File: src/rmq_pkg.sv
// ----------------------------------------------------------------------------
// rmq_pkg
// shared widths, constants and word types of the rotation matrix to
// quaternion unit
// ----------------------------------------------------------------------------
package rmq_pkg;

  localparam int FRAC_BITS = 14;
  localparam int IN_W      = 16;
  localparam int OUT_W     = 16;

  localparam int ONE       = 1 << FRAC_BITS;
  localparam int SAT_HI    = (ONE > 32767) ? 32767 : ONE;
  localparam int SAT_LO    = (SAT_HI == 32767) ? -32768 : -SAT_HI;

  // signed radicand and numerator widths
  localparam int RAD_W     = IN_W + 2;
  localparam int NUM_W     = IN_W + 1;
  // root argument and root widths
  localparam int ARG_W     = RAD_W - 1 + FRAC_BITS;
  localparam int SQ_STEPS  = (ARG_W + 1) / 2;
  localparam int S_W       = SQ_STEPS - 1;
  // divider widths
  localparam int DIV_W     = S_W + 2;
  localparam int DVD_W     = NUM_W + FRAC_BITS;

  typedef enum logic [1:0] {
    SEL_X = 2'd0,
    SEL_Y = 2'd1,
    SEL_Z = 2'd2,
    SEL_W = 2'd3
  } sel_e;

  typedef struct packed {
    logic signed [IN_W-1:0] ax_x;
    logic signed [IN_W-1:0] ax_y;
    logic signed [IN_W-1:0] ax_z;
    logic signed [IN_W-1:0] ay_x;
    logic signed [IN_W-1:0] ay_y;
    logic signed [IN_W-1:0] ay_z;
    logic signed [IN_W-1:0] az_x;
    logic signed [IN_W-1:0] az_y;
    logic signed [IN_W-1:0] az_z;
  } mat_t;

  typedef struct packed {
    logic signed [OUT_W-1:0] quat_x;
    logic signed [OUT_W-1:0] quat_y;
    logic signed [OUT_W-1:0] quat_z;
    logic signed [OUT_W-1:0] quat_w;
    logic                    degenerate;
  } quat_t;

  typedef struct packed {
    sel_e                    sel;
    logic signed [NUM_W-1:0] n0;
    logic signed [NUM_W-1:0] n1;
    logic signed [NUM_W-1:0] n2;
  } side_t;

  typedef struct packed {
    sel_e                       sel;
    logic [S_W-1:0]             s;
    logic [2:0]                 neg;
    logic [2:0][DVD_W-1:0]      quo;
  } div_res_t;

endpackage

File: src/rmq_sqrt.sv
// ----------------------------------------------------------------------------
// rmq_sqrt
// pipelined integer square root, one result bit per stage, root halved
// ----------------------------------------------------------------------------
module rmq_sqrt (
  input  logic                      clk_i,
  input  logic                      rst_ni,
  input  logic                      en_i,
  input  logic                      valid_i,
  input  logic [rmq_pkg::RAD_W-2:0] rad_i,
  input  rmq_pkg::side_t            side_i,
  output logic                      valid_o,
  output logic [rmq_pkg::S_W-1:0]   s_o,
  output rmq_pkg::side_t            side_o
);

  localparam int AW = rmq_pkg::ARG_W;
  localparam int NS = rmq_pkg::SQ_STEPS;

  logic [AW:0]     a_q   [NS];
  logic [AW:0]     res_q [NS];
  rmq_pkg::side_t  side_q[NS];
  logic [NS-1:0]   valid_q;

  for (genvar k = 0; k < NS; k++) begin : g_step
    logic [AW:0]    a_in, res_in, bitv, sum, a_d, res_d;
    rmq_pkg::side_t side_in;
    logic           v_in;

    if (k == 0) begin : g_first
      assign a_in    = (AW + 1)'({rad_i, {rmq_pkg::FRAC_BITS{1'b0}}});
      assign res_in  = '0;
      assign side_in = side_i;
      assign v_in    = valid_i;
    end else begin : g_next
      assign a_in    = a_q[k-1];
      assign res_in  = res_q[k-1];
      assign side_in = side_q[k-1];
      assign v_in    = valid_q[k-1];
    end

    assign bitv = (AW + 1)'(1) << (2 * (NS - 1 - k));
    assign sum  = res_in + bitv;

    always_comb begin
      if (a_in >= sum) begin
        a_d   = a_in - sum;
        res_d = (res_in >> 1) + bitv;
      end else begin
        a_d   = a_in;
        res_d = res_in >> 1;
      end
    end

    always_ff @(posedge clk_i or negedge rst_ni) begin
      if (!rst_ni) begin
        valid_q[k] <= 1'b0;
      end else if (en_i) begin
        valid_q[k] <= v_in;
      end
    end

    always_ff @(posedge clk_i) begin
      if (en_i) begin
        a_q[k]    <= a_d;
        res_q[k]  <= res_d;
        side_q[k] <= side_in;
      end
    end
  end

  assign valid_o = valid_q[NS-1];
  assign s_o     = res_q[NS-1][rmq_pkg::S_W:1];
  assign side_o  = side_q[NS-1];

endmodule

File: config.mk
export PLATFORM = sky130hd
export DESIGN_NAME = rmq_sqrt
export DESIGN_NICKNAME = d
export VERILOG_FILES = /design/src/rmq_pkg.sv /design/src/rmq_sqrt.sv
export SDC_FILE = /design/constraint.sdc
export NUM_CORES = 1
export LEC_CHECK = 0
export BUFFER_PORTS_ARGS = -buffer_cell sky130_fd_sc_hd__buf_4
export CORE_AREA = 5 5 328 330
export CTS_CLUSTER_DIAMETER = 150
export DETAILED_ROUTE_END_ITERATION = 6
export DIE_AREA = 0 0 333 335
export GPL_TIMING_DRIVEN = 0
export SYNTH_ARGS = -nofsm -noshare
export SYNTH_HDL_FRONTEND = slang
export SYNTH_SLANG_ARGS = --single-unit
File: constraint.sdc
create_clock -name clk_i -period 4.1 [get_ports clk_i]
set_clock_uncertainty 0.05 [all_clocks]
set_input_delay 0.41 -clock clk_i [delete_from_list [all_inputs] [get_ports clk_i]]
set_output_delay 0.41 -clock clk_i [all_outputs]
set_load 0.01 [all_outputs]
==> impl_metrics.env, run 1 <==
export IMPL_dieHeight_um=335
export IMPL_syn_avg_cell_area_sq_um=18.5
export IMPL_placed_cells=4064
export IMPL_fp_dieW_um=333
export IMPL_drc=0
export IMPL_start_util=0.446
export IMPL_status="finished clean"
export IMPL_globalRouteTotalUtil=0.116
export IMPL_utilization=0.525
export IMPL_synth_warnings=0
export IMPL_syn_to_final_growth_pct=17.7
export IMPL_async_flop_share=0.0125
export IMPL_p_leak_nw=19.7
export IMPL_ir_drop_uv=312
export IMPL_hold_viol_final=0
export IMPL_yosys_register_bits=1276
export IMPL_endpoint_kind="register"
export IMPL_cts_tree="built"
export IMPL_setup_viol=0
export IMPL_final_cell_area_sq_um=54900
export IMPL_crit_path_start_kind="register"
export IMPL_rows=119
export IMPL_synth_top_cell_area_share=0.812
export IMPL_synth_edf_count=1260
export IMPL_total_power_mw=30.7
export IMPL_post_dp_cell_area_sq_um=49600
export IMPL_hp_class="input pin to register"
export IMPL_fin_setup_tns_ns=0
export IMPL_finalNonFillerCells=4386
export IMPL_relSlewSlack=0.322
export IMPL_regArea_sq_um=38200
export IMPL_gp_congestion=0.854
export IMPL_hpwl_um=38800
export IMPL_finalWorstPathRequiredPeriod_ns=3.51
export IMPL_multi_input_area_sq_um=7680
export IMPL_drive_gt1_frac=0.136
export IMPL_cts_path_max_buffers=3
export IMPL_slew_violations=0
export IMPL_post_cts_buffers=0
export IMPL_netlist_top_cells_count="edfxtp_1 (1260), inv_1 (152), ha_1 (120), nor2_1 (99), nand2_1 (97)"
export IMPL_worstPathRequired_ns=4.49
export IMPL_rsz0062_at_grt="no"
export IMPL_portBuffers=141
export IMPL_dr_pass1_iters=5
export IMPL_synth_cells=2524
export IMPL_cp_arrival_ns=3.90
export IMPL_cts_sinks=1276
export IMPL_grt_max_degree=209
export IMPL_critPathKind="register to register"
export IMPL_grt_pass1_wl_um=107000
export IMPL_period_share=0.856
export IMPL_synth_flop_cell="edfxtp_1"
export IMPL_ctsRootBufferMaster="clkbuf_16"
export IMPL_numCtsBuffers=137
export IMPL_fillers=8253
export IMPL_cts_htree_levels=4
export IMPL_io_pins=143
export IMPL_setup_ws_ns=0.592
export IMPL_num_vias=21400
export IMPL_postRouteAntennaNets=0
export IMPL_core_area_sq_um=105000
export IMPL_antenna_found_initial=2
export IMPL_diodes=0
export IMPL_clk_latency_ns=0.72
export IMPL_tightest_slew_ns=1.00
export IMPL_drt_wl_total_um=63900
export IMPL_preCtsSetupSlack_ns=0.712
export IMPL_nets=3084
export IMPL_cts_hold_fix_buffers=73
export IMPL_viasPerCell=4.87
export IMPL_die_area_sq_um=112000
export IMPL_yosysTopAreaCell="edfxtp_1"
export IMPL_ys_seq_area_frac=0.820
export IMPL_drt_iter0_drc=1495
export IMPL_ys_top_cells_by_area="edfxtp_1 (81%), ha_1 (3.2%), xnor2_1 (1.4%), xor2_1 (1.3%), inv_1 (1.2%)"
export IMPL_overflow=0
export IMPL_finalHoldWorstSlack_ns=0.130
export IMPL_post_synth_top_count_cell="edfxtp_1"
export IMPL_wire_per_inst_um=14.6
export IMPL_cts_reportedPaths_clkPinSlew_ns=0.06
export IMPL_ys_types=78
export IMPL_maxCapViolations=0
export IMPL_max_freq_mhz=285
export IMPL_cp_max_fo=5
export IMPL_powerDensity_nw_per_um2=559
export IMPL_cts_resized=0
export IMPL_netlist_area_sq_um=46600
export IMPL_first_global_vias=22300
worst max-delay path, stage by stage, from the launching register on:
cell,delay (ns)
edfxtp_1,0.46
ha_1,0.26
fa_1,0.41
a21o_1,0.23
a221oi_2,0.44
o221ai_1,0.37
a2111o_1,0.57
nor2_1,0.16
nand3_1,0.11
xnor2_1,0.16
flip-flops by register name (all words and copies together) (netlist names):
register / flops
valid_o: 1
side_q: 848
res_q: 135
g_step.v_in: 15
a_q: 277
metal layers:
layer  track usage  routed length (um)
met5             0                   0
met4        0.0538                2340
met3        0.0332                3060
met2         0.204               32900
met1         0.131               25600
cells by family after synthesis:
| family | after synthesis | synth area share |
|---|---|---|
| simple gates | 429 | 0.0483 |
| buf+inv | 182 | 0.0150 |
| other cells | 1 | 0.0000805 |
| xor+xnor | 144 | 0.0271 |
| mux | 40 | 0.00948 |
| compound gates | 327 | 0.0455 |
| flops | 1276 | 0.820 |
| fa+ha+maj | 125 | 0.0344 |
placed cells by master, fill, tap and decap left out, types with 9 or more instances in the layout:
cell type / netlist / final
a211oi_1: 13 / 13
a21o_1: 29 / 29
a21oi_1: 80 / 80
buf_4: 1 / 141
bufinv_16: 0 / 12
clkbuf_1: 16 / 43
clkbuf_16: 0 / 138
clkinv_1: 0 / 29
clkinv_2: 0 / 19
dfrtp_1: 16 / 16
dlygate4sd3_1: 0 / 73
edfxtp_1: 1260 / 1260
ha_1: 120 / 120
inv_1: 152 / 152
mux2_2: 29 / 29
nand2_1: 97 / 97
nand2b_1: 22 / 22
nand3_1: 23 / 23
nand4_1: 11 / 11
nor2_1: 99 / 99
nor2b_1: 14 / 14
nor3_1: 48 / 48
nor4_1: 37 / 37
o21a_1: 27 / 27
o21ai_0: 80 / 80
o21bai_1: 9 / 9
o31ai_1: 17 / 17
or3_1: 16 / 16
xnor2_1: 76 / 76
xor2_1: 68 / 68
final timing paths:
kind                       depth (start not counted)                          to                 startpoint  slack [ns]
hold / removal                                     1     side_q[0][65]$_DFFE_PP_                       en_i        0.13
setup reg to reg                                   9       a_q[1][188]$_DFFE_PP_  a_q[1][134]$_SDFFCE_PP0P_        0.59
setup / recovery                                   9       a_q[1][188]$_DFFE_PP_  a_q[1][134]$_SDFFCE_PP0P_        0.59
hold reg to reg                                    0    side_q[0][226]$_DFFE_PP_   side_q[0][173]$_DFFE_PP_        0.36
max in group asynchronous                          3  g_step[8].v_in$_DFFE_PN0P_                     rst_ni        2.82
min in group asynchronous                          3  g_step[1].v_in$_DFFE_PN0P_                     rst_ni        0.75
where the power goes:
group / switching (mW) / internal (mW)
registers: 0.512 / 15.7
logic: 1.37 / 1.08
clock network: 4.92 / 7.06
total: 6.80 / 23.8
final cells by class:
cell class,count,area share
Sequential cell,1276,0.697
Multi-Input combinational cell,1067,0.140
Clock buffer,166,0.0651
Timing Repair Buffer,221,0.0365
Tap cell,1391,0.0317
Clock inverter,83,0.0169
Inverter,155,0.0106
Buffer,27,0.00210
No activity file was read; power rests on OpenSTA's default activity.
==> run 2: changes to the inputs <==
--- a/config.mk
+++ b/config.mk
@@ -5,11 +5,12 @@
 export SDC_FILE = /design/constraint.sdc
 export NUM_CORES = 1
 export LEC_CHECK = 0
+export ABC_AREA = 1
 export BUFFER_PORTS_ARGS = -buffer_cell sky130_fd_sc_hd__buf_4
-export CORE_AREA = 5 5 328 330
+export CORE_AREA = 5 5 338 340
 export CTS_CLUSTER_DIAMETER = 150
 export DETAILED_ROUTE_END_ITERATION = 6
-export DIE_AREA = 0 0 333 335
+export DIE_AREA = 0 0 343 345
 export GPL_TIMING_DRIVEN = 0
 export SYNTH_ARGS = -nofsm -noshare
 export SYNTH_HDL_FRONTEND = slang
==> impl_metrics.env, run 2 <==
export IMPL_status="finished clean"
export IMPL_netlist_area_sq_um=49500
export IMPL_ctsRootBufferMaster="clkbuf_16"
export IMPL_drt_wl_total_um=78600
export IMPL_cts_htree_levels=4
export IMPL_synth_cells=3502
export IMPL_gp_congestion=0.873
export IMPL_grt_util_met2=0.224
export IMPL_yosysTopAreaCell="edfxtp_1"
export IMPL_crit_start="res_q[1][104]$_DFFE_PP_"
export IMPL_dr_pass1_iters=5
export IMPL_worstPathRequired_ns=4.49
export IMPL_nets=4060
export IMPL_drt_iter0_drc=1577
export IMPL_syn_avg_cell_area_sq_um=14.1
export IMPL_globalRouteTotalUtil=0.133
export IMPL_synth_flop_cell="edfxtp_1"
export IMPL_slew_violations=0
export IMPL_core_area_sq_um=111000
export IMPL_cts_hold_fix_buffers=73
export IMPL_ys_seq_area_frac=0.772
export IMPL_post_synth_top_count_cell="edfxtp_1"
export IMPL_largest_reg_flops=848
export IMPL_cts_tree="built"
export IMPL_p_leak_nw=22.2
export IMPL_met3_usage=0.0272
export IMPL_hold_viol_final=0
export IMPL_yosys_register_bits=1276
export IMPL_num_vias=25500
export IMPL_min_from="en_i"
export IMPL_fp_dieW_um=343
export IMPL_fin_setup_tns_ns=0
export IMPL_finalHoldWorstSlack_ns=0.160
export IMPL_grt_max_degree=204
export IMPL_synth_edf_count=1260
export IMPL_cp_arrival_ns=3.25
export IMPL_top_usage_layer="met2"
export IMPL_grt_util_met1=0.171
export IMPL_cts_resized=0
export IMPL_drive_gt1_frac=0.115
export IMPL_utilization=0.519
export IMPL_start_util=0.445
export IMPL_tightest_slew_ns=1.08
export IMPL_synth_warnings=0
export IMPL_postRouteAntennaNets=0
export IMPL_async_flop_share=0.0125
export IMPL_max_freq_mhz=351
export IMPL_ir_drop_uv=373
export IMPL_rsz0062_at_grt="no"
export IMPL_hp_class="input pin to register"
export IMPL_powerDensity_nw_per_um2=540
export IMPL_rrSetupSlack_ns=1.25
export IMPL_post_cts_buffers=0
export IMPL_top_regs="side_q: 848 flops, a_q: 277 flops, res_q: 135 flops"
export IMPL_numCtsBuffers=136
export IMPL_rr_startpoint="res_q[1][104]$_DFFE_PP_"
export IMPL_first_global_vias=25500
export IMPL_syn_to_final_growth_pct=16.7
export IMPL_hpwl_um=51800
export IMPL_wire_per_inst_um=14.4
export IMPL_setup_viol=0
export IMPL_endpoint_kind="register"
export IMPL_cts_path_max_buffers=3
export IMPL_ys_types=51
export IMPL_grt_pass1_wl_um=128000
export IMPL_die_area_sq_um=118000
export IMPL_final_cell_mix="edfxtp_1 (1260), nand2_1 (730), inv_1 (408)"
export IMPL_cts_reportedPaths_clkPinSlew_ns=0.06
export IMPL_antenna_found_initial=1
export IMPL_finalWorstPathRequiredPeriod_ns=2.85
export IMPL_drc=0
export IMPL_synth_top_cell_area_share=0.764
export IMPL_netlist_top_cells_count="edfxtp_1 (1260), nand2_1 (730), inv_1 (408), nor2_1 (246), nand3_1 (148)"
export IMPL_overflow=0
export IMPL_relSlewSlack=0.279
export IMPL_rows=123
export IMPL_clk_latency_ns=0.73
export IMPL_cts_sinks=1276
export IMPL_period_share=0.696
export IMPL_io_pins=143
export IMPL_viasPerCell=4.67
export IMPL_diodes=0
export IMPL_maxCapViolations=0
export IMPL_dieHeight_um=345
export IMPL_portBuffers=141
export IMPL_top_register="side_q"
export IMPL_layout_commonest_cell="edfxtp_1"
export IMPL_critPathKind="register to register"
export IMPL_ys_top_cells_by_area="edfxtp_1 (76%), nand2_1 (5.5%), inv_1 (3.1%), ha_1 (3.0%), nor2_1 (1.9%)"
export IMPL_cp_max_fo=11
export IMPL_crit_path_start_kind="register"
run 2: logic make-up (layout without fill, tap and decap cells):
kind of cell	count (synthesis)	after routing	share of synthesized area
compound gates	277	277	0.0318
mux	2	2	0.000455
fa+ha+maj	125	125	0.0323
other cells	1	2	0.0000757
buf+inv	441	905	0.0361
simple gates	1290	1290	0.111
xor+xnor	90	90	0.0159
flops	1276	1276	0.772
run 2: path summary, 6_finish.rpt:
path / endpoint / cells past startpoint
max reg2reg: a_q[1][144]$_DFFE_PP_ / 15
min in group asynchronous: g_step[14].v_in$_DFFE_PN0P_ / 3
min reg2reg: side_q[0][277]$_DFFE_PP_ / 0
max in group asynchronous: g_step[5].v_in$_DFFE_PN0P_ / 3
min: side_q[0][5]$_DFFE_PP_ / 1
max: a_q[1][144]$_DFFE_PP_ / 15
run 2: per-layer routing:
layer	share of wire	wire [um]	up-vias
met2	0.49	38400	424
met4	0.030	2350	0
li1	-	-	13000
met1	0.44	34500	12000
met5	0	0	-
met3	0.042	3280	163
run 2: layout make-up:
cell class | instances | area, sq um
Fill cell | 9299 | 53500
Timing Repair Buffer | 220 | 1970
Clock buffer | 155 | 3500
Tap cell | 1500 | 1880
Multi-Input combinational cell | 1786 | 9520
Sequential cell | 1276 | 38200
Clock inverter | 89 | 903
Inverter | 417 | 1580
Buffer | 24 | 210
run 2: report_power, final:
part	leakage (nW)	internal (mW)	switching (mW)	total, mW
logic	7.67	1.19	2.08	3.27
clock network	2.14	6.74	4.99	11.7
registers	12.4	15.7	0.512	16.2
run 2: critical path: stages (launching register included):
cell and delay [ns]:
edfxtp_1 0.38, inv_1 0.07, ha_1 0.21, inv_1 0.07, fa_1 0.41, inv_1 0.14
nand3_1 0.08, nand3_1 0.12, nand2_1 0.08, nand2_1 0.22, nand2_1 0.14, nand2_4 0.19
inv_4 0.09, buf_6 0.15, nand2_1 0.05, o21ai_0 0.09
run 2: through the flow:
| step | power (mW) | setup slack [ns] | cells | instance area (sq um) |
|---|---|---|---|---|
| 2_1_floorplan | 18.5 | 1.85 | 3503 | 49500 |
| 3_3_place_gp | 19.9 | -8.47 | 5144 | 52500 |
| 3_5_place_dp | 19.7 | 0.925 | 5150 | 52700 |
| 4_1_cts | 31.7 | 1.24 | 5467 | 57800 |
| 5_1_grt | 32.8 | 1.12 | 5467 | 57800 |
| 6_report | 31.2 | 1.25 | 5467 | 57800 |
==> run 3: changes to the inputs <==
==> constraint.sdc (replaced) <==
create_clock -name clk_i -period 2.3 [get_ports clk_i]
set_clock_uncertainty 0.05 [all_clocks]
set_input_delay 0.23 -clock clk_i [delete_from_list [all_inputs] [get_ports clk_i]]
set_output_delay 0.23 -clock clk_i [all_outputs]
set_load 0.01 [all_outputs]
==> impl_metrics.env, run 3 (same netlist as run 2, synthesis figures left out) <==
export IMPL_clk_latency_ns=0.73
export IMPL_status="complete, but fails checks"
export IMPL_top_register="side_q"
export IMPL_fin_setup_tns_ns=0
export IMPL_overflow=0
export IMPL_violations="negative hold slack"
export IMPL_fp_dieW_um=343
export IMPL_slew_violations=0
export IMPL_drt_met1_wl_um=35200
export IMPL_gp_congestion=0.873
export IMPL_ir_drop_uv=665
export IMPL_wire_per_inst_um=14.6
export IMPL_utilization=0.529
export IMPL_cp_arrival_ns=2.66
export IMPL_cts_sinks=1276
export IMPL_cp_max_fo=5
export IMPL_crit_path_start_kind="register"
export IMPL_final_cell_area_sq_um=58900
export IMPL_final_cell_mix="edfxtp_1 (1260), nand2_1 (705), inv_1 (403)"
export IMPL_finalHoldWorstSlack_ns=-0.0306
export IMPL_dr_pass1_iters=6
export IMPL_max_freq_mhz=443
export IMPL_postRouteAntennaNets=0
export IMPL_powerDensity_nw_per_um2=951
export IMPL_numCtsBuffers=136
export IMPL_relSlewSlack=0.315
export IMPL_die_area_sq_um=118000
export IMPL_rsz0062_at_grt="yes"
export IMPL_drt_wl_total_um=80400
export IMPL_critPathKind="register to register"
export IMPL_setup_viol=0
export IMPL_ctsRootBufferMaster="clkbuf_16"
export IMPL_fillers=9186
export IMPL_layout_commonest_cell="edfxtp_1"
export IMPL_core_area_sq_um=111000
export IMPL_antenna_found_initial=1
export IMPL_nets=4097
export IMPL_largest_reg_flops=848
export IMPL_wl_met2_um=39600
export IMPL_cts_tree="built"
export IMPL_top_regs="side_q: 848 flops, a_q: 277 flops, res_q: 135 flops"
export IMPL_endpoint_kind="register"
export IMPL_hold_viol_final=5
export IMPL_finalNonFillerCells=5504
export IMPL_post_dp_cell_area_sq_um=52700
export IMPL_num_vias=25800
export IMPL_diodes=0
export IMPL_maxCapViolations=0
export IMPL_cts_reportedPaths_clkPinSlew_ns=0.06
export IMPL_portBuffers=141
export IMPL_globalRouteTotalUtil=0.135
export IMPL_finalWorstPathRequiredPeriod_ns=2.26
export IMPL_hp_class="input pin to register"
export IMPL_dieHeight_um=345
export IMPL_syn_to_final_growth_pct=18.9
export IMPL_period_share=0.981
export IMPL_cts_htree_levels=4
export IMPL_grt_max_degree=204
export IMPL_drc=0
export IMPL_rows=123
export IMPL_drt_iter0_drc=1552
export IMPL_placed_cells=5150
export IMPL_top_layer_used="met4"
export IMPL_drive_gt1_frac=0.152
export IMPL_hpwl_um=51800
export IMPL_io_pins=143
export IMPL_tightest_slew_ns=1.03
export IMPL_first_global_vias=25700
export IMPL_p_leak_nw=22.5
export IMPL_viasPerCell=4.68
export IMPL_met3_length_um=3150
export IMPL_cts_path_max_buffers=3
export IMPL_start_util=0.445
export IMPL_worstPathRequired_ns=2.70
export IMPL_grt_pass1_wl_um=129000
## run 3: path summary, 6_finish.rpt
path | depth (start not counted) | endpoint | slack (ns) | from
max reg2reg | 15 | a_q[1][144]$_DFFE_PP_ | 0.04 | res_q[1][104]$_DFFE_PP_
min reg2reg | 0 | side_q[0][277]$_DFFE_PP_ | 0.34 | side_q[0][224]$_DFFE_PP_
min | 1 | side_q[0][5]$_DFFE_PP_ | -0.03 | en_i
min in group asynchronous | 3 | g_step[14].v_in$_DFFE_PN0P_ | 0.57 | rst_ni
max | 15 | a_q[1][144]$_DFFE_PP_ | 0.04 | res_q[1][104]$_DFFE_PP_
max in group asynchronous | 3 | g_step[2].v_in$_DFFE_PN0P_ | 1.18 | rst_ni
## run 3: final cells by class
class	count	area (sq um)	share of cell area
sequential	1276	38200	0.649
multi-input combinational	1786	10200	0.174
timing repair buffer	257	2310	0.0393
clock inverter	89	903	0.0153
buffer	24	256	0.00435
inverter	417	1590	0.0270
clock buffer	155	3500	0.0593
tap	1500	1880	0.0319
## run 3: per-layer routing
metal | vias up | global-route usage
met2 | 408 | 0.226
met3 | 168 | 0.0271
met4 | 0 | 0.0547
met5 | - | 0
li1 | 13100 | -
met1 | 12100 | 0.173
## run 3: where the power goes
part / switching (mW) / internal, mW
combinational: 3.86 / 2.33
sequential: 0.952 / 27.9
clock: 8.91 / 12.0
total: 13.7 / 42.3
## run 3: stage by stage
stage	setup WS, ns	total power, mW	hold slack (ns)
floorplan	0.0533	33.0	-0.116
global placement	-10.09	35.4	0.0468
detailed placement	-0.695	35.1	0.0532
CTS	-0.00929	56.6	0.00320
global route	-0.0474	58.8	0.0113
finish	0.0432	56.0	-0.0306
## run 3: what timing repair did
action / in CTS / in global routing
pin swaps: 7 / 15
endpoints found under the hold margin: 87 / 0
setup endpoints to repair: 122 / 277
hold buffers: 73 / 0
gates resized for setup: 51 / 120
setup buffers: 22 / 12
cloned: 0 / 3
## run 3: critical path: stages (launching register included)
cell,delay (ns)
edfxtp_1,0.38
inv_1,0.07
ha_2,0.18
inv_2,0.04
fa_2,0.35
inv_2,0.07
nand3_2,0.06
nand3_2,0.09
nand2_2,0.08
nand2_4,0.11
nand2_4,0.07
nand2_8,0.10
inv_8,0.05
buf_8,0.13
nand2_1,0.05
o21ai_1,0.07
